==> config.mk <==
export PLATFORM = sky130hd
export DESIGN_NAME = power_companion_register_file_flat
export DESIGN_NICKNAME = d
export VERILOG_FILES = /design/src/hw/rtl/pcrf_pkg.sv /design/src/hw/rtl/pcrf_req_if.sv /design/src/hw/rtl/pcrf_rsp_if.sv /design/src/hw/rtl/pcrf_ctrl_mem.sv /design/src/hw/rtl/power_companion_register_file.sv /design/src/flat_wrapper.sv
export SDC_FILE = /design/constraint.sdc
export NUM_CORES = 1
export LEC_CHECK = 0
export BUFFER_PORTS_ARGS = -buffer_cell sky130_fd_sc_hd__buf_4
export CELL_PAD_IN_SITES_DETAIL_PLACEMENT = 0
export CELL_PAD_IN_SITES_GLOBAL_PLACEMENT = 1
export CORE_MARGIN = 2
export CORE_UTILIZATION = 45
export DETAILED_ROUTE_END_ITERATION = 6
export MAX_ROUTING_LAYER = met4
export PLACE_DENSITY_LB_ADDON = 0.1
export SLEW_MARGIN = 25
export SYNTH_ARGS = -nofsm -noshare
export SYNTH_HDL_FRONTEND = slang
export SYNTH_HIERARCHICAL = 1
export SYNTH_SLANG_ARGS = --single-unit
export TNS_END_PERCENT = 100
==> constraint.sdc <==
create_clock -name clk -period 5.4 [get_ports clk]
set_input_delay 0.54 -clock clk [delete_from_list [all_inputs] [get_ports clk]]
set_output_delay 0.54 -clock clk [all_outputs]
set_load 0.02 [all_outputs]
==> src/hw/rtl/pcrf_pkg.sv <==
// Package of the power companion register file: bus operation codes,
// register addresses, and the reset, mask and clamp rules of the control bytes.
// No dependencies; pcrf_ctrl_mem and the top level refer to it by scoped names.
package pcrf_pkg;

    localparam int NumCtrl = 30;
    localparam int SlotW   = $clog2(NumCtrl);

    typedef logic [SlotW-1:0] slot_t;

    // Bus operation codes
    localparam logic [1:0] OP_START = 2'd0;
    localparam logic [1:0] OP_WRITE = 2'd1;
    localparam logic [1:0] OP_READ  = 2'd2;
    localparam logic [1:0] OP_PIN   = 2'd3;

    localparam logic [1:0] PIN_BUTTON = 2'd3;

    // Register addresses outside the control byte store
    localparam logic [7:0] ADDR_REVISION   = 8'h01;
    localparam logic [7:0] ADDR_DEVICE_OFF = 8'h14;
    localparam logic [7:0] ADDR_MASK_LO    = 8'h17;
    localparam logic [7:0] ADDR_MASK_HI    = 8'h18;
    localparam logic [7:0] ADDR_STATUS_LO  = 8'h19;
    localparam logic [7:0] ADDR_STATUS_HI  = 8'h1a;
    localparam logic [7:0] ADDR_ACK_LO     = 8'h1b;
    localparam logic [7:0] ADDR_ACK_HI     = 8'h1c;
    localparam logic [7:0] ADDR_GPIO_DIR   = 8'h1d;
    localparam logic [7:0] ADDR_GPIO_IN    = 8'h1e;
    localparam logic [7:0] ADDR_GPIO_OUT   = 8'h1f;
    localparam logic [7:0] ADDR_RTC_COMP_HI = 8'h30;
    localparam logic [7:0] ADDR_RTC_COMP_LO = 8'h31;

    localparam logic [7:0]  REVISION_ID      = 8'h22;
    localparam logic [4:0]  CLAMP_MAX        = 5'h12;
    localparam logic [15:0] INT_MASK_RESET   = 16'h0fff;
    localparam logic [7:0]  GPIO_DIR_RESET   = 8'h07;
    localparam logic [7:0]  GPIO_DIR_MASK    = 8'h67;
    localparam logic [7:0]  BBSMS_FIXED      = 8'h0d;
    localparam logic [7:0]  OSC_READ_SET     = 8'h80;
    localparam int          BUTTON_STATUS_BIT = 11;

    // Control byte slots with special write or read rules
    localparam slot_t SLOT_CLAMP_MIXED = 5'd0;
    localparam slot_t SLOT_CLAMP_A     = 5'd2;
    localparam slot_t SLOT_CLAMP_B     = 5'd3;
    localparam slot_t SLOT_OSC         = 5'd18;
    localparam slot_t SLOT_BBSMS       = 5'd20;

    typedef struct packed {
        logic  hit;
        slot_t slot;
    } slot_map_t;

    typedef struct packed {
        logic       wr_en;
        logic       rd_en;
        logic       clear;
        slot_t      slot;
        logic [7:0] wr_data;
    } mem_cmd_t;

    function automatic slot_map_t slot_of(logic [7:0] a);
        slot_map_t m;
        m.hit  = 1'b1;
        m.slot = '0;
        if (a >= 8'h02 && a <= 8'h13)
        begin
            m.slot = slot_t'(a - 8'h02);
        end
        else if (a == 8'h15)
        begin
            m.slot = 5'd18;
        end
        else if (a == 8'h16)
        begin
            m.slot = 5'd19;
        end
        else if (a == 8'h20)
        begin
            m.slot = 5'd20;
        end
        else if (a == 8'h21)
        begin
            m.slot = 5'd21;
        end
        else if (a >= 8'h32 && a <= 8'h38)
        begin
            m.slot = slot_t'(a - 8'h32) + 5'd22;
        end
        else if (a == 8'h3a)
        begin
            m.slot = 5'd29;
        end
        else
        begin
            m.hit = 1'b0;
        end
        return m;
    endfunction

    function automatic logic [7:0] reset_value(slot_t s);
        logic [7:0] v;
        unique case (s)
            5'd0:    v = 8'h0c;
            5'd1:    v = 8'h05;
            5'd2:    v = 8'h02;
            5'd3:    v = 8'h0c;
            5'd4:    v = 8'h03;
            5'd5:    v = 8'h33;
            5'd6:    v = 8'h03;
            5'd8:    v = 8'h95;
            5'd9:    v = 8'h7e;
            5'd12:   v = 8'h03;
            5'd18:   v = 8'h01;
            5'd19:   v = 8'h09;
            5'd26:   v = 8'h03;
            5'd27:   v = 8'hc0;
            5'd29:   v = 8'h05;
            default: v = 8'h00;
        endcase
        return v;
    endfunction

    function automatic logic [7:0] write_mask(slot_t s);
        logic [7:0] v;
        unique case (s)
            5'd2, 5'd3, 5'd21, 5'd23, 5'd25: v = 8'h1f;
            5'd4, 5'd10, 5'd11, 5'd12, 5'd13, 5'd14, 5'd15: v = 8'h03;
            5'd5, 5'd29:                     v = 8'h3f;
            5'd6, 5'd7, 5'd18:               v = 8'h07;
            5'd9, 5'd19, 5'd26:              v = 8'h7f;
            5'd28:                           v = 8'h0f;
            default:                         v = 8'hff;
        endcase
        return v;
    endfunction

    function automatic logic [7:0] clamp12(logic [7:0] v);
        logic [4:0] t;
        t = v[4:0];
        return (t > CLAMP_MAX) ? {3'b000, CLAMP_MAX} : {3'b000, t};
    endfunction

    function automatic logic [7:0] write_value(slot_t s, logic [7:0] v);
        logic [7:0] r;
        if (s == SLOT_CLAMP_MIXED)
        begin
            r = (v & 8'h0e) | clamp12(v);
        end
        else if (s == SLOT_CLAMP_A || s == SLOT_CLAMP_B)
        begin
            r = clamp12(v);
        end
        else if (s == SLOT_BBSMS)
        begin
            r = BBSMS_FIXED;
        end
        else
        begin
            r = v & write_mask(s);
        end
        return r;
    endfunction

endpackage

==> src/hw/rtl/pcrf_req_if.sv <==
// Request channel of the power companion register file: one bus event per item.
// Depends on nothing but the valid/ready handshake it carries.
interface pcrf_req_if;
    logic       valid;
    logic       ready;
    logic [1:0] op;
    logic [7:0] data;
    logic [1:0] pin;
    logic       level;

    modport source (output valid, output op, output data, output pin, output level,
                    input ready);
    modport sink   (input valid, input op, input data, input pin, input level,
                    output ready);
endinterface

==> src/hw/rtl/pcrf_rsp_if.sv <==
// Response channel of the power companion register file: one result item per event.
// Depends on nothing but the valid/ready handshake it carries.
interface pcrf_rsp_if;
    logic       valid;
    logic       ready;
    logic [7:0] read_data;
    logic       irq_level;
    logic [2:0] gpio_drive;

    modport source (output valid, output read_data, output irq_level, output gpio_drive,
                    input ready);
    modport sink   (input valid, input read_data, input irq_level, input gpio_drive,
                    output ready);
endinterface

==> src/hw/rtl/pcrf_ctrl_mem.sv <==
// Control byte store: a 30-entry synchronous memory whose read data is registered.
// Per-entry valid bits make unwritten entries read as their reset value.
// Depends on pcrf_pkg for the command struct and the reset table.
module pcrf_ctrl_mem (
    input  logic              clk,
    input  logic              rst_n,
    input  pcrf_pkg::mem_cmd_t cmd,
    output logic [7:0]        rd_data
);

    logic [7:0]                  mem [pcrf_pkg::NumCtrl];
    logic [pcrf_pkg::NumCtrl-1:0] valid_reg;
    logic [pcrf_pkg::NumCtrl-1:0] valid_next;
    logic [7:0]                  rd_raw_reg;
    logic                        rd_valid_reg;
    logic [7:0]                  rd_reset_reg;

    always_ff @(posedge clk)
    begin
        if (cmd.wr_en)
        begin
            mem[cmd.slot] <= cmd.wr_data;
        end
        if (cmd.rd_en)
        begin
            rd_raw_reg   <= mem[cmd.slot];
            rd_valid_reg <= valid_reg[cmd.slot];
            rd_reset_reg <= pcrf_pkg::reset_value(cmd.slot);
        end
    end

    always_comb
    begin
        valid_next = valid_reg;
        if (cmd.clear)
        begin
            valid_next = '0;
        end
        else if (cmd.wr_en)
        begin
            valid_next[cmd.slot] = 1'b1;
        end
    end

    always_ff @(posedge clk or negedge rst_n)
    begin
        if (!rst_n)
        begin
            valid_reg <= '0;
        end
        else
        begin
            valid_reg <= valid_next;
        end
    end

    // An entry never written since reset or the last device-off reads as its default.
    assign rd_data = rd_valid_reg ? rd_raw_reg : rd_reset_reg;

    a_wr_exclusive: assert property (@(posedge clk) disable iff (!rst_n)
        cmd.wr_en |-> !cmd.rd_en && !cmd.clear)
        else $error("control store write overlaps a read or clear");

    a_slot_range: assert property (@(posedge clk) disable iff (!rst_n)
        (cmd.wr_en || cmd.rd_en) |-> cmd.slot < 5'(pcrf_pkg::NumCtrl))
        else $error("control store access beyond its depth");

    a_clear_all: assert property (@(posedge clk) disable iff (!rst_n)
        cmd.clear |=> valid_reg == '0)
        else $error("device-off did not drop every stored control byte");

endmodule

==> src/hw/rtl/power_companion_register_file.sv <==
// Top level of the power companion register file: bus decode, pointer, interrupt
// and GPIO registers, with the control bytes held in pcrf_ctrl_mem.
// Depends on pcrf_pkg, pcrf_req_if, pcrf_rsp_if and pcrf_ctrl_mem.
//
//   Channel  Dir  Payload                          Handshake
//   req      in   op, data, pin, level             valid / ready
//   rsp      out  read_data, irq_level, gpio_drive valid / ready
//
// Each item takes two steps: the accept cycle decodes it, updates the registers
// and issues the control memory access; the finish step then collects the memory
// read data into the output register. A new item is taken once that is done, so
// the output register may still hold a result the sink has not yet taken.
// Reset is asynchronous and active low; the control bytes need no clearing pass.
// A stalled sink holds the finish step, and with it the request channel.
module power_companion_register_file (
    input  logic             clk,
    input  logic             rst_n,
    pcrf_req_if.sink         req,
    pcrf_rsp_if.source       rsp
);

    logic [7:0]  ptr_reg, ptr_next;
    logic        expect_reg, expect_next;
    logic [15:0] rtc_comp_reg, rtc_comp_next;
    logic [15:0] int_mask_reg, int_mask_next;
    logic [15:0] int_status_reg, int_status_next;
    logic [7:0]  gpio_dir_reg, gpio_dir_next;
    logic [2:0]  gpio_out_reg, gpio_out_next;
    logic [2:0]  gpio_in_reg, gpio_in_next;
    logic        button_reg, button_next;
    logic        busy_reg, busy_next;
    logic        out_valid_reg, out_valid_next;

    logic [7:0]  rd_scalar_reg, rd_scalar_next;
    logic        rd_mem_reg, rd_mem_next;
    logic        rd_osc_reg, rd_osc_next;
    logic [7:0]  read_data_reg;
    logic        irq_reg;
    logic [2:0]  gpio_drive_reg;

    logic                accept;
    logic                finish;
    pcrf_pkg::slot_map_t ptr_map;
    pcrf_pkg::mem_cmd_t  cmd;
    logic [7:0]          mem_rd_data;
    logic [7:0]          scalar_read;
    logic [7:0]          rd_final;

    assign accept  = req.valid && req.ready;
    assign finish  = busy_reg && (!out_valid_reg || rsp.ready);
    assign ptr_map = pcrf_pkg::slot_of(ptr_reg);

    pcrf_ctrl_mem u_ctrl_mem (
        .clk     (clk),
        .rst_n   (rst_n),
        .cmd     (cmd),
        .rd_data (mem_rd_data)
    );

    always_comb
    begin
        unique case (ptr_reg)
            pcrf_pkg::ADDR_REVISION:    scalar_read = pcrf_pkg::REVISION_ID;
            pcrf_pkg::ADDR_MASK_LO:     scalar_read = int_mask_reg[7:0];
            pcrf_pkg::ADDR_MASK_HI:     scalar_read = int_mask_reg[15:8];
            pcrf_pkg::ADDR_STATUS_LO:   scalar_read = int_status_reg[7:0];
            pcrf_pkg::ADDR_STATUS_HI:   scalar_read = int_status_reg[15:8];
            pcrf_pkg::ADDR_GPIO_DIR:    scalar_read = gpio_dir_reg;
            pcrf_pkg::ADDR_GPIO_IN:
                scalar_read = {5'b00000, gpio_in_reg | (gpio_out_reg & ~gpio_dir_reg[2:0])};
            pcrf_pkg::ADDR_GPIO_OUT:    scalar_read = {5'b00000, gpio_out_reg};
            pcrf_pkg::ADDR_RTC_COMP_HI: scalar_read = rtc_comp_reg[15:8];
            pcrf_pkg::ADDR_RTC_COMP_LO: scalar_read = rtc_comp_reg[7:0];
            default:                    scalar_read = 8'h00;
        endcase
    end

    always_comb
    begin
        ptr_next        = ptr_reg;
        expect_next     = expect_reg;
        rtc_comp_next   = rtc_comp_reg;
        int_mask_next   = int_mask_reg;
        int_status_next = int_status_reg;
        gpio_dir_next   = gpio_dir_reg;
        gpio_out_next   = gpio_out_reg;
        gpio_in_next    = gpio_in_reg;
        button_next     = button_reg;
        rd_scalar_next  = 8'h00;
        rd_mem_next     = 1'b0;
        rd_osc_next     = 1'b0;
        cmd             = '0;

        if (accept)
        begin
            unique case (req.op)
                pcrf_pkg::OP_START:
                begin
                    expect_next = 1'b1;
                end
                pcrf_pkg::OP_WRITE:
                begin
                    if (expect_reg)
                    begin
                        ptr_next    = req.data;
                        expect_next = 1'b0;
                    end
                    else
                    begin
                        ptr_next = ptr_reg + 8'd1;
                        if (ptr_map.hit)
                        begin
                            cmd.wr_en   = 1'b1;
                            cmd.slot    = ptr_map.slot;
                            cmd.wr_data = pcrf_pkg::write_value(ptr_map.slot, req.data);
                        end
                        else
                        begin
                            unique case (ptr_reg)
                                pcrf_pkg::ADDR_DEVICE_OFF:
                                begin
                                    if (req.data[0])
                                    begin
                                        ptr_next        = 8'h00;
                                        rtc_comp_next   = 16'h0000;
                                        int_mask_next   = pcrf_pkg::INT_MASK_RESET;
                                        int_status_next = 16'h0000;
                                        gpio_dir_next   = pcrf_pkg::GPIO_DIR_RESET;
                                        gpio_out_next   = 3'b000;
                                        cmd.clear       = 1'b1;
                                    end
                                end
                                // The low mask byte keeps only bits 8 to 11 of the old mask.
                                pcrf_pkg::ADDR_MASK_LO:
                                    int_mask_next = {4'h0, int_mask_reg[11:8], req.data};
                                pcrf_pkg::ADDR_MASK_HI:
                                    int_mask_next = {req.data, int_mask_reg[7:0]};
                                pcrf_pkg::ADDR_ACK_LO:
                                    int_status_next = int_status_reg & ~{8'h00, req.data};
                                pcrf_pkg::ADDR_ACK_HI:
                                    int_status_next = int_status_reg & ~{req.data, 8'h00};
                                pcrf_pkg::ADDR_GPIO_DIR:
                                    gpio_dir_next = req.data & pcrf_pkg::GPIO_DIR_MASK;
                                pcrf_pkg::ADDR_GPIO_OUT:
                                    gpio_out_next = req.data[2:0];
                                pcrf_pkg::ADDR_RTC_COMP_HI:
                                    rtc_comp_next = {req.data, rtc_comp_reg[7:0]};
                                pcrf_pkg::ADDR_RTC_COMP_LO:
                                    rtc_comp_next = {rtc_comp_reg[15:8], req.data};
                                default:
                                begin
                                end
                            endcase
                        end
                    end
                end
                pcrf_pkg::OP_READ:
                begin
                    ptr_next = ptr_reg + 8'd1;
                    if (ptr_map.hit)
                    begin
                        cmd.rd_en   = 1'b1;
                        cmd.slot    = ptr_map.slot;
                        rd_mem_next = 1'b1;
                        rd_osc_next = (ptr_map.slot == pcrf_pkg::SLOT_OSC);
                    end
                    else
                    begin
                        rd_scalar_next = scalar_read;
                    end
                end
                pcrf_pkg::OP_PIN:
                begin
                    if (req.pin != pcrf_pkg::PIN_BUTTON)
                    begin
                        gpio_in_next[req.pin] = req.level;
                    end
                    else
                    begin
                        if (!button_reg && req.level)
                        begin
                            int_status_next[pcrf_pkg::BUTTON_STATUS_BIT] = 1'b1;
                        end
                        button_next = req.level;
                    end
                end
                default:
                begin
                end
            endcase
        end
    end

    always_comb
    begin
        if (accept)
        begin
            busy_next = 1'b1;
        end
        else if (finish)
        begin
            busy_next = 1'b0;
        end
        else
        begin
            busy_next = busy_reg;
        end

        if (finish)
        begin
            out_valid_next = 1'b1;
        end
        else if (rsp.ready)
        begin
            out_valid_next = 1'b0;
        end
        else
        begin
            out_valid_next = out_valid_reg;
        end
    end

    always_ff @(posedge clk or negedge rst_n)
    begin
        if (!rst_n)
        begin
            ptr_reg        <= 8'h00;
            expect_reg     <= 1'b0;
            rtc_comp_reg   <= 16'h0000;
            int_mask_reg   <= pcrf_pkg::INT_MASK_RESET;
            int_status_reg <= 16'h0000;
            gpio_dir_reg   <= pcrf_pkg::GPIO_DIR_RESET;
            gpio_out_reg   <= 3'b000;
            gpio_in_reg    <= 3'b000;
            button_reg     <= 1'b0;
            busy_reg       <= 1'b0;
            out_valid_reg  <= 1'b0;
        end
        else
        begin
            ptr_reg        <= ptr_next;
            expect_reg     <= expect_next;
            rtc_comp_reg   <= rtc_comp_next;
            int_mask_reg   <= int_mask_next;
            int_status_reg <= int_status_next;
            gpio_dir_reg   <= gpio_dir_next;
            gpio_out_reg   <= gpio_out_next;
            gpio_in_reg    <= gpio_in_next;
            button_reg     <= button_next;
            busy_reg       <= busy_next;
            out_valid_reg  <= out_valid_next;
        end
    end

    // The oscillator register always reads with its top bit set.
    assign rd_final = rd_mem_reg
                    ? (mem_rd_data | (rd_osc_reg ? pcrf_pkg::OSC_READ_SET : 8'h00))
                    : rd_scalar_reg;

    always_ff @(posedge clk)
    begin
        if (accept)
        begin
            rd_scalar_reg <= rd_scalar_next;
            rd_mem_reg    <= rd_mem_next;
            rd_osc_reg    <= rd_osc_next;
        end
        if (finish)
        begin
            read_data_reg  <= rd_final;
            irq_reg        <= |(int_status_reg & ~int_mask_reg);
            gpio_drive_reg <= gpio_out_reg & ~gpio_dir_reg[2:0];
        end
    end

    assign req.ready      = !busy_reg;
    assign rsp.valid      = out_valid_reg;
    assign rsp.read_data  = read_data_reg;
    assign rsp.irq_level  = irq_reg;
    assign rsp.gpio_drive = gpio_drive_reg;

    a_mask_lo_clears_top: assert property (@(posedge clk) disable iff (!rst_n)
        accept && req.op == pcrf_pkg::OP_WRITE && !expect_reg
            && ptr_reg == pcrf_pkg::ADDR_MASK_LO
        |=> int_mask_reg[15:12] == 4'h0)
        else $error("low mask byte write left upper mask bits set");

    a_device_off: assert property (@(posedge clk) disable iff (!rst_n)
        accept && req.op == pcrf_pkg::OP_WRITE && !expect_reg
            && ptr_reg == pcrf_pkg::ADDR_DEVICE_OFF && req.data[0]
        |=> ptr_reg == 8'h00 && int_status_reg == 16'h0000
            && int_mask_reg == pcrf_pkg::INT_MASK_RESET)
        else $error("device-off did not restore the defaults");

    a_button_edge: assert property (@(posedge clk) disable iff (!rst_n)
        accept && req.op == pcrf_pkg::OP_PIN && req.pin == pcrf_pkg::PIN_BUTTON
            && req.level && !button_reg
        |=> int_status_reg[pcrf_pkg::BUTTON_STATUS_BIT])
        else $error("power button rising edge not flagged in status");

    a_result_from_item: assert property (@(posedge clk) disable iff (!rst_n)
        $rose(out_valid_reg) |-> $past(busy_reg))
        else $error("result presented without an item in progress");

endmodule
==> src/flat_wrapper.sv <==
// flat-port wrapper written by rule: the top's interface ports become plain ports
module power_companion_register_file_flat 
  (clk, rst_n, req_valid, req_op, req_data, req_pin, req_level, req_ready, rsp_valid, rsp_read_data, rsp_irq_level, rsp_gpio_drive, rsp_ready);
  pcrf_req_if req_i ();
  pcrf_rsp_if rsp_i ();
  input  logic clk;
  input  logic rst_n;
  input wire logic [$bits(req_i.valid)-1:0] req_valid;
  input wire logic [$bits(req_i.op)-1:0] req_op;
  input wire logic [$bits(req_i.data)-1:0] req_data;
  input wire logic [$bits(req_i.pin)-1:0] req_pin;
  input wire logic [$bits(req_i.level)-1:0] req_level;
  output wire logic [$bits(req_i.ready)-1:0] req_ready;
  output wire logic [$bits(rsp_i.valid)-1:0] rsp_valid;
  output wire logic [$bits(rsp_i.read_data)-1:0] rsp_read_data;
  output wire logic [$bits(rsp_i.irq_level)-1:0] rsp_irq_level;
  output wire logic [$bits(rsp_i.gpio_drive)-1:0] rsp_gpio_drive;
  input wire logic [$bits(rsp_i.ready)-1:0] rsp_ready;
  assign req_i.valid = req_valid;
  assign req_i.op = req_op;
  assign req_i.data = req_data;
  assign req_i.pin = req_pin;
  assign req_i.level = req_level;
  assign req_ready = req_i.ready;
  assign rsp_valid = rsp_i.valid;
  assign rsp_read_data = rsp_i.read_data;
  assign rsp_irq_level = rsp_i.irq_level;
  assign rsp_gpio_drive = rsp_i.gpio_drive;
  assign rsp_i.ready = rsp_ready;
  power_companion_register_file u_core (.clk(clk), .rst_n(rst_n), .req(req_i), .rsp(rsp_i));
endmodule
==> results of run 1 <==
-- routing by layer --
layer | vias up | GRT usage [%]
li1 | 5062 | -
met4 | 0 | 7.302
met5 | - | -
met1 | 5771 | 37.85
met2 | 470 | 34.62
met3 | 79 | 5.860
-- power groups by stage --
stage	sequential, mW	combinational [mW]	clock, mW
floorplan	3.41	0.946	0
global placement	3.46	1.31	0
detailed placement	3.46	1.31	0
CTS	3.40	1.31	2.84
global route	3.42	1.45	2.96
finish	3.40	1.33	2.79
-- stage by stage --
stage          hold WS [ns]  cells  setup slack (ns)  power [mW]
6_report             0.1007   1886            0.3095       7.515
3_3_place_gp         0.4724   1807            0.5296       4.768
5_1_grt              0.1596   1886           0.05835       7.826
4_1_cts              0.1181   1885            0.4227       7.550
2_1_floorplan        0.2444   1292             1.188       4.355
3_5_place_dp         0.4825   1807            0.4414       4.764
-- kinds of logic (layout without fill, tap and decap cells) --
group	after synthesis	count (layout)
DFF	380	380
and+or+nand+nor	333	333
AOI/OAI and AO/OA	287	287
muxes	141	141
buffers and inverters	118	200
adders and majority gates	31	31
xor gates and xnor gates	2	2
other	0	1
-- layout make-up --
class	instances	share of cell area (%)
Antenna cell	1	0.01273
Clock buffer	59	5.985
Clock inverter	19	0.8341
Inverter	45	0.8595
Multi-Input combinational cell	794	30.46
Sequential cell	380	55.59
Tap cell	511	3.254
Timing Repair Buffer	77	3.005
-- synth_stat cells (all sizes together) (28+ instances only) --
cell      n
ha       31
nor2    150
a22oi    32
mux2i    85
a22o     28
inv      45
nand2    51
dfrtp    86
buf      30
o21ai    39
edfxtp  279
clkbuf   43
mux2     35
a21oi    58
-- worst min path at each step --
stage	startpoint	end	slack, ns
after detailed placement	u_core/u_ctrl_mem/valid_reg[29]$_DFFE_PN0P_	u_core/u_ctrl_mem/valid_reg[29]$_DFFE_PN0P_	0.48
after CTS	rst_n	u_core/int_mask_reg[15]$_DFFE_PN0P_	0.12
final	rst_n	u_core/int_mask_reg[14]$_DFFE_PN0P_	0.10
after floorplan	rst_n	u_core/busy_reg$_DFFE_PN0P_	0.24
after global routing	rst_n	u_core/gpio_in_reg[2]$_DFFE_PN0P_	0.16
after global placement	u_core/u_ctrl_mem/valid_reg[29]$_DFFE_PN0P_	u_core/u_ctrl_mem/valid_reg[29]$_DFFE_PN0P_	0.47
-- worst max-delay path, delay by kind of cell (launching register included) --
| kind | cells | cell delay (ns) |
|---|---|---|
| AOI/OAI and AO/OA | 5 | 1.72 |
| and+or+nand+nor | 4 | 1.01 |
| buffers and inverters | 3 | 0.85 |
| DFF | 1 | 0.52 |
| muxes | 1 | 0.41 |
| adders and majority gates | 1 | 0.27 |
==> flow_summary.json, run 1 <==
{
  "cts_tree": "built",
  "yosysTopAreaCell": "edfxtp_1",
  "fin_crit_ns": 5.090,
  "synth_ff_type": "edfxtp_1",
  "powerDensity_nw_per_um2": 382.4,
  "ctsResizeCount": 0,
  "stdcell_area_um2": 19650,
  "final_antenna_net_count": 0,
  "vias": 11382,
  "final_common_cell": "edfxtp_1",
  "startpoint": "u_core/ptr_reg[3]$_DFFE_PN0P_",
  "seqCellArea_um2": 10920,
  "drcViolationCount": 0,
  "yosysWarningCount": 6,
  "wl_per_cell_um": 26.24,
  "dieHeight_um": 200.5,
  "dr_wl_met2_um": 20890,
  "combinationalPowerShare_pct": 17.7,
  "synth-seq-cells": 380,
  "final_util_pct": 51.93,
  "finalCritPeriodShare_pct": 94.27,
  "placed_cell_area_um2": 18310,
  "nNetsFinal": 1388,
  "cts_htree_levels": 2,
  "rsz0062_at_grt": "no",
  "p_sw_mw": 2.168,
  "wl_met1_um": 22810,
  "synth_cell_type_count": 100,
  "pwr-share-seq_pct": 45.3,
  "p_int_mw": 5.347,
  "io-pin-count": 31,
  "path_clk_slew_ns": 0.06,
  "cpPeakStageDelay_ns": 0.71,
  "hold_viol": 0,
  "netlist_area_um2": 17380,
  "syn2layout_area_growth_pct": 13.05,
  "dp_hpwl_um": 33250,
  "port_buffers": 30,
  "grt_pass1_wl_um": 73700,
  "synth_area_leaders": "edfxtp_1 (48%), dfrtp_1 (12%), mux2i_1 (4.9%)",
  "avgSynthCellArea_um2": 13.45,
  "worst_path_max_delay_cell": "o311ai_0",
  "crit_end": "u_core/u_ctrl_mem/rd_valid_reg$_DFFE_PP_",
  "clockBufferDepth": 3,
  "synthMuxAreaShare_pct": 10.03,
  "synth_edf_count": 279,
  "reg2reg_from": "u_core/ptr_reg[3]$_DFFE_PN0P_",
  "cts_hold_buf": 0,
  "gp_congestion": 0.8863,
  "row_count": 71,
  "multiInputGateArea_um2": 5986,
  "die_area_um2": 40220,
  "finalWirelength_um": 49490,
  "synth_top_family_by_area": "compound AO/OA/AOI/OAI gates",
  "synthSimpleGateAreaFrac_pct": 9.559,
  "dieWidth_um": 200.5,
  "yosysSeqAreaShare_pct": 62.84,
  "postCtsSetupBuffers": 0,
  "worst-path-max-fanout": 26,
  "syn-num-nets": 1340,
  "cts.sinks": 380,
  "drive_gt1_share_pct": 18.12,
  "leakage_nw": 7.017,
  "reg2reg_slack_ns": 0.31,
  "met3WireLength_um": 4653,
  "cp_common_cell": "inv_1",
  "fill_cells": 3288,
  "core-area_um2": 37840,
  "maxSlewViolCount": 0,
  "vdd_drop_max_mv": 0.2769,
  "cts-buffers-inserted": 42,
  "grt-ovfl-total": 0,
  "clockRootBuffer": "clkbuf_16",
  "critPathRequiredTime_ns": 5.69,
  "initial_core_util_pct": 45.93,
  "swShare_pct": 28.85,
  "drv_cap": 0,
  "status": "complete, no violations",
  "synthArstFlopShare_pct": 26.58,
  "crit_arrival_ns": 5.38,
  "final.setup.tns_ns": 0,
  "relSlewSlack_pct": 35.04,
  "postSynthCellCount": 1292,
  "worstSetupPathType": "flop to flop",
  "worstPathCellList": "inv_1 -> ha_1 -> a21boi_2 -> a21oi_2 -> nor3_1 -> a2111oi_0 -> o21ai_1 -> inv_1 -> nor2_4 -> buf_4 -> mux2_2 -> and3_1 -> o311ai_0 -> nand4_1",
  "worst_r2r_path_depth": 14,
  "fin_skew_ns": 0.01159,
  "worstReg2RegEnd": "u_core/u_ctrl_mem/rd_valid_reg$_DFFE_PP_",
  "vias_per_cell": 6.035,
  "grt_start_max_net_pins": 64,
  "first_pass_iters": 5,
  "end_kind": "flop",
  "final_cell_mix": "edfxtp_1 (279), nor2_1 (142), dfrtp_1 (86)",
  "clock_latency_ns": 0.57,
  "initialDrtViolationCount": 1218,
  "power_frac_clock_pct": 37.1,
  "top_layer": "met4",
  "worstMarginPinSlew_ns": 0.9745,
  "antenna_found_initial": 1,
  "synth_compound_area_share_pct": 11.98,
  "track_usage_pct": 25.42,
  "finalSetupViolations": 0,
  "startpoint_type": "flop",
  "largest_reg_flops": 240,
  "min_path_type": "primary input to asynchronous set/reset pin",
  "grt_pass1_vias": 11164,
  "fmax_mhz": 196.4,
  "synthXorXnorAreaFrac_pct": 0.1008,
  "synthAdderAreaFrac_pct": 2.231,
  "synth_top_area_share_pct": 48.20
}
No activity file was read; power rests on OpenSTA's default activity.
==> run 2, diff against run 1 <==
- RECOVER_POWER: not set -> 50
- REMOVE_ABC_BUFFERS: not set -> 1
==> flow_summary.json, run 2 (same netlist as run 1, synthesis figures left out) <==
{
  "worst_r2r_path_depth": 14,
  "clockRootBuffer": "clkbuf_16",
  "clockBufferDepth": 3,
  "drv_cap": 2,
  "die_area_um2": 40220,
  "final_common_cell": "edfxtp_1",
  "min_path_type": "primary input to flop",
  "final_cell_mix": "edfxtp_1 (279), nor2_1 (143), dfrtp_1 (86)",
  "violations": "capacitance limit, slew limit",
  "ctsResizeCount": 0,
  "drive_gt1_share_pct": 15.61,
  "grt_start_max_net_pins": 55,
  "vdd_drop_max_mv": 0.2696,
  "maxSlewViolCount": 56,
  "worstMarginPinSlew_ns": 3.619,
  "critPathRequiredTime_ns": 5.70,
  "vias_per_cell": 6.025,
  "fill_cells": 3284,
  "worst-path-max-fanout": 41,
  "crit_arrival_ns": 5.25,
  "startpoint_type": "flop",
  "vias": 11339,
  "finalCritPeriodShare_pct": 91.61,
  "dieHeight_um": 200.5,
  "status": "complete, but fails checks",
  "nNetsFinal": 1385,
  "cts-buffers-inserted": 42,
  "cts_htree_levels": 2,
  "reg2reg_slack_ns": 0.45,
  "worst_hold_slack_ns": 0.2515,
  "hold_viol": 0,
  "initialDrtViolationCount": 1404,
  "cts_hold_buf": 0,
  "first_pass_iters": 5,
  "fin_skew_ns": 0.02264,
  "postCtsSetupBuffers": 0,
  "grt_pass1_wl_um": 74080,
  "final.setup.tns_ns": 0,
  "dp_cells": 1804,
  "syn2layout_area_growth_pct": 12.70,
  "diodes": 0,
  "worstReg2RegEnd": "u_core/u_ctrl_mem/rd_raw_reg[6]$_DFFE_PP_",
  "fmax_mhz": 202.1,
  "end_kind": "flop",
  "finalWirelength_um": 49560,
  "largest_reg_flops": 240,
  "path_clk_slew_ns": 0.06,
  "powerDensity_nw_per_um2": 387.1,
  "io-pin-count": 31,
  "leakage_nw": 6.903,
  "finalSetupViolations": 0,
  "cts.sinks": 380,
  "core-area_um2": 37840,
  "clock_latency_ns": 0.56,
  "holdPathEnd": "u_core/gpio_in_reg[2]$_DFFE_PN0P_",
  "worstSetupPathType": "flop to flop",
  "final_util_pct": 51.77,
  "final_antenna_net_count": 0,
  "initial_core_util_pct": 45.93,
  "port_buffers": 30,
  "wl_per_cell_um": 26.33,
  "track_usage_pct": 25.58,
  "min_from": "req_level",
  "row_count": 71,
  "grt-ovfl-total": 0,
  "final_cells": 1882,
  "drcViolationCount": 0,
  "fin_crit_ns": 4.947,
  "grt_pass1_vias": 11111,
  "relSlewSlack_pct": -141.3,
  "antenna_found_initial": 0,
  "cts_tree": "built",
  "gp_congestion": 0.8945,
  "dp_hpwl_um": 33410,
  "whs_path_depth": 2,
  "reg2reg_from": "u_core/ptr_reg[2]$_DFFE_PN0P_",
  "rsz0062_at_grt": "no",
  "dieWidth_um": 200.5
}
run 2: power by group:
part | internal [mW] | switching, mW
logic | 0.440 | 0.850
clock network | 1.74 | 1.15
registers | 3.26 | 0.143
total | 5.44 | 2.14
run 2: worst max-delay path by stage:
stage	from	end	slack [ns]
floorplan	u_core/ptr_reg[4]$_DFFE_PN0P_	u_core/u_ctrl_mem/valid_reg[12]$_DFFE_PN0P_	-5.97
global placement	u_core/ptr_reg[2]$_DFFE_PN0P_	u_core/u_ctrl_mem/rd_valid_reg$_DFFE_PP_	0.59
detailed placement	u_core/ptr_reg[2]$_DFFE_PN0P_	u_core/u_ctrl_mem/rd_raw_reg[6]$_DFFE_PP_	0.52
CTS	u_core/ptr_reg[2]$_DFFE_PN0P_	u_core/u_ctrl_mem/rd_raw_reg[6]$_DFFE_PP_	0.48
global route	u_core/ptr_reg[2]$_DFFE_PN0P_	u_core/u_ctrl_mem/rd_raw_reg[6]$_DFFE_PP_	0.08
finish	u_core/ptr_reg[2]$_DFFE_PN0P_	u_core/u_ctrl_mem/rd_raw_reg[6]$_DFFE_PP_	0.45
run 2: cell type report:
cell class / instances / area [um2] / share of cell area (%)
sequential: 380 / 10920 / 55.76
clock buffer: 61 / 1204 / 6.144
tap: 511 / 639.4 / 3.264
multi-input combinational: 794 / 5952 / 30.38
timing repair buffer: 74 / 508.0 / 2.593
inverter: 45 / 168.9 / 0.8622
clock inverter: 17 / 195.2 / 0.9963
run 2: per-layer routing:
layer | global-route usage, % | vias to the layer above | routed length (um)
met5 | - | - | 0
met4 | 6.455 | 0 | 1047
met3 | 5.373 | 67 | 4271
met2 | 35.17 | 459 | 21110
met1 | 38.49 | 5772 | 23130
li1 | - | 5041 | -
run 2: stage by stage:
| stage | power (mW) | worst slack, ns | instance area [um2] |
|---|---|---|---|
| finish | 7.583 | 0.4530 | 19590 |
| global route | 7.887 | 0.08231 | 19590 |
| global placement | 4.772 | 0.5853 | 18310 |
| CTS | 7.664 | 0.4804 | 19710 |
| detailed placement | 4.767 | 0.5218 | 18310 |
| floorplan | 4.286 | -5.971 | 16990 |
run 2: worst max-delay path, cell delays in order (launching register included):
cell and delay (ns):
dfrtp_1 0.46, inv_1 0.19, ha_1 0.32, a21boi_2 0.28
a21oi_2 0.14, nor3_1 0.40, a2111oi_0 0.13, o21ai_1 0.43
inv_1 0.27, nor2_4 0.36, buf_12 0.34, mux4_1 0.63
a22oi_1 0.31, o211ai_1 0.15, a211o_1 0.29
==> run 3, diff against run 2 <==
- CORE_UTILIZATION: 45 -> 25
==> flow_summary.json, run 3 (same netlist as run 1, synthesis figures left out) <==
{
  "status": "complete, but fails checks",
  "violations": "capacitance limit, slew limit",
  "dp_hpwl_um": 40240,
  "fmax_mhz": 198.1,
  "largest_reg_flops": 240,
  "placed_cell_area_um2": 18870,
  "hold_viol": 0,
  "worst-path-buf-inv": 3,
  "die_area_um2": 71660,
  "startpoint_type": "flop",
  "clockRootBuffer": "clkbuf_16",
  "initialDrtViolationCount": 873,
  "vias": 11199,
  "fin_skew_ns": 0.04766,
  "cp_common_cell": "inv_1",
  "grt-ovfl-total": 0,
  "cts.sinks": 380,
  "track_usage_pct": 17.28,
  "fin_crit_ns": 5.048,
  "critPathRequiredTime_ns": 5.71,
  "finalWirelength_um": 59560,
  "maxSlewViolCount": 106,
  "relSlewSlack_pct": -82.89,
  "clockBufferDepth": 3,
  "final_common_cell": "edfxtp_1",
  "vias_per_cell": 4.833,
  "worst_path_dominant_cell_family": "compound AO/OA/AOI/OAI gates",
  "rsz0062_at_grt": "no",
  "leakage_nw": 6.994,
  "finalCritPeriodShare_pct": 93.49,
  "seqCellArea_um2": 10920,
  "cts_htree_levels": 2,
  "multiInputGateArea_um2": 5948,
  "drcViolationCount": 0,
  "powerDensity_nw_per_um2": 386.0,
  "worstSetupPathType": "flop to flop",
  "fill_cells": 7038,
  "min_path_type": "primary input to flop",
  "row_count": 96,
  "initial_core_util_pct": 25.30,
  "path_clk_slew_ns": 0.06,
  "first_pass_iters": 5,
  "dieHeight_um": 267.7,
  "core-area_um2": 68710,
  "port_buffers": 30,
  "worst-path-max-fanout": 29,
  "final_antenna_net_count": 0,
  "grt_pass1_vias": 11565,
  "cts-buffers-inserted": 45,
  "finalSetupViolations": 0,
  "worst_path_max_delay_cell": "o311ai_0",
  "worst_r2r_path_depth": 13,
  "end_kind": "flop",
  "antenna_found_initial": 4,
  "cpPeakStageDelay_ns": 0.88,
  "whs_path_depth": 2,
  "crit_arrival_ns": 5.36,
  "gp_congestion": 0.7863,
  "nNetsFinal": 1396,
  "final_cell_mix": "edfxtp_1 (279), nor2_1 (141), dfrtp_1 (86)",
  "wl_per_cell_um": 25.70,
  "clock_latency_ns": 0.60,
  "vdd_drop_max_mv": 0.2240,
  "drv_cap": 3,
  "syn2layout_area_growth_pct": 16.72,
  "cts_tree": "built",
  "worstMarginPinSlew_ns": 2.743,
  "stdcell_area_um2": 20290,
  "drive_gt1_share_pct": 16.32,
  "cp.depth": 13,
  "io-pin-count": 31,
  "grt_pass1_wl_um": 85930,
  "grt_start_max_net_pins": 67,
  "dieWidth_um": 267.7,
  "worstPathCellList": "inv_1 -> ha_1 -> nor3_1 -> a211oi_1 -> o21ai_2 -> a22oi_1 -> inv_1 -> nor2_4 -> buf_4 -> or2_2 -> nor2_1 -> o311ai_0 -> nand4_1",
  "p_total_mw": 7.832
}
run 3: cell count changes in the layout (fill, tap and decap cells not counted), moves of 2 or more:
| cell | before | now |
|---|---|---|
| nor2_1 | 143 | 141 |
| clkbuf_16 | 43 | 45 |
| clkinvlp_4 | 0 | 5 |
| mux2_2 | 30 | 25 |
| clkinv_2 | 4 | 6 |
| mux2_1 | 3 | 8 |
| buf_4 | 46 | 50 |
| clkbuf_8 | 6 | 2 |
run 3: cell type report:
type / count / share of cell area (%)
sequential: 380 / 53.84
multi-input combinational: 794 / 29.32
clock buffer: 56 / 5.852
tap: 931 / 5.741
timing repair buffer: 82 / 2.824
clock inverter: 28 / 1.579
inverter: 45 / 0.8325
antenna: 1 / 0.01233
run 3: worst paths after layout:
check,startpoint,endpoint,slack (ns)
worst max-delay path,u_core/ptr_reg[0]$_DFFE_PN0P_,u_core/u_ctrl_mem/rd_valid_reg$_DFFE_PP_,0.35
min in group asynchronous,rst_n,u_core/u_ctrl_mem/valid_reg[2]$_DFFE_PN0P_,1.38
worst max register to register,u_core/ptr_reg[0]$_DFFE_PN0P_,u_core/u_ctrl_mem/rd_valid_reg$_DFFE_PP_,0.35
worst min register to register,u_core/u_ctrl_mem/valid_reg[11]$_DFFE_PN0P_,u_core/u_ctrl_mem/valid_reg[11]$_DFFE_PN0P_,0.50
max in group asynchronous,rst_n,u_core/int_status_reg[1]$_DFFE_PN0P_,1.03
worst min-delay path,req_level,u_core/gpio_in_reg[0]$_DFFE_PN0P_,0.23
run 3: where the power goes:
part / total (mW) / switching (mW) / internal [mW]
logic: 1.31 / 0.860 / 0.449
clock network: 3.12 / 1.30 / 1.82
registers: 3.40 / 0.145 / 3.26
run 3: metal layers:
metal | track usage [%] | part of all wire, %
met4 | 5.179 | 2.8
met5 | - | 0
met2 | 27.58 | 48
met1 | 22.77 | 46
met3 | 2.529 | 3.8
run 3: through the flow:
stage	std cells	utilization [%]	hold slack (ns)	TNS, ns	setup WS (ns)
6_report	2317	29.53	0.2266	0	0.3516
5_1_grt	2316	29.53	0.2108	0	0.03184
4_1_cts	2313	29.67	0.1926	0	0.2348
3_5_place_dp	2228	27.46	0.4826	0	0.2002
3_3_place_gp	2227	27.44	0.4760	0	0.1443
2_1_floorplan	1219	-	0.2444	-1659.85	-5.971
run 3: what timing repair did:
action	CTS	global route
endpoints found under the setup margin	0	5
hold buffers	1	0
hold endpoints to repair	21	0
buffers inserted	0	3
gates resized for setup	0	1
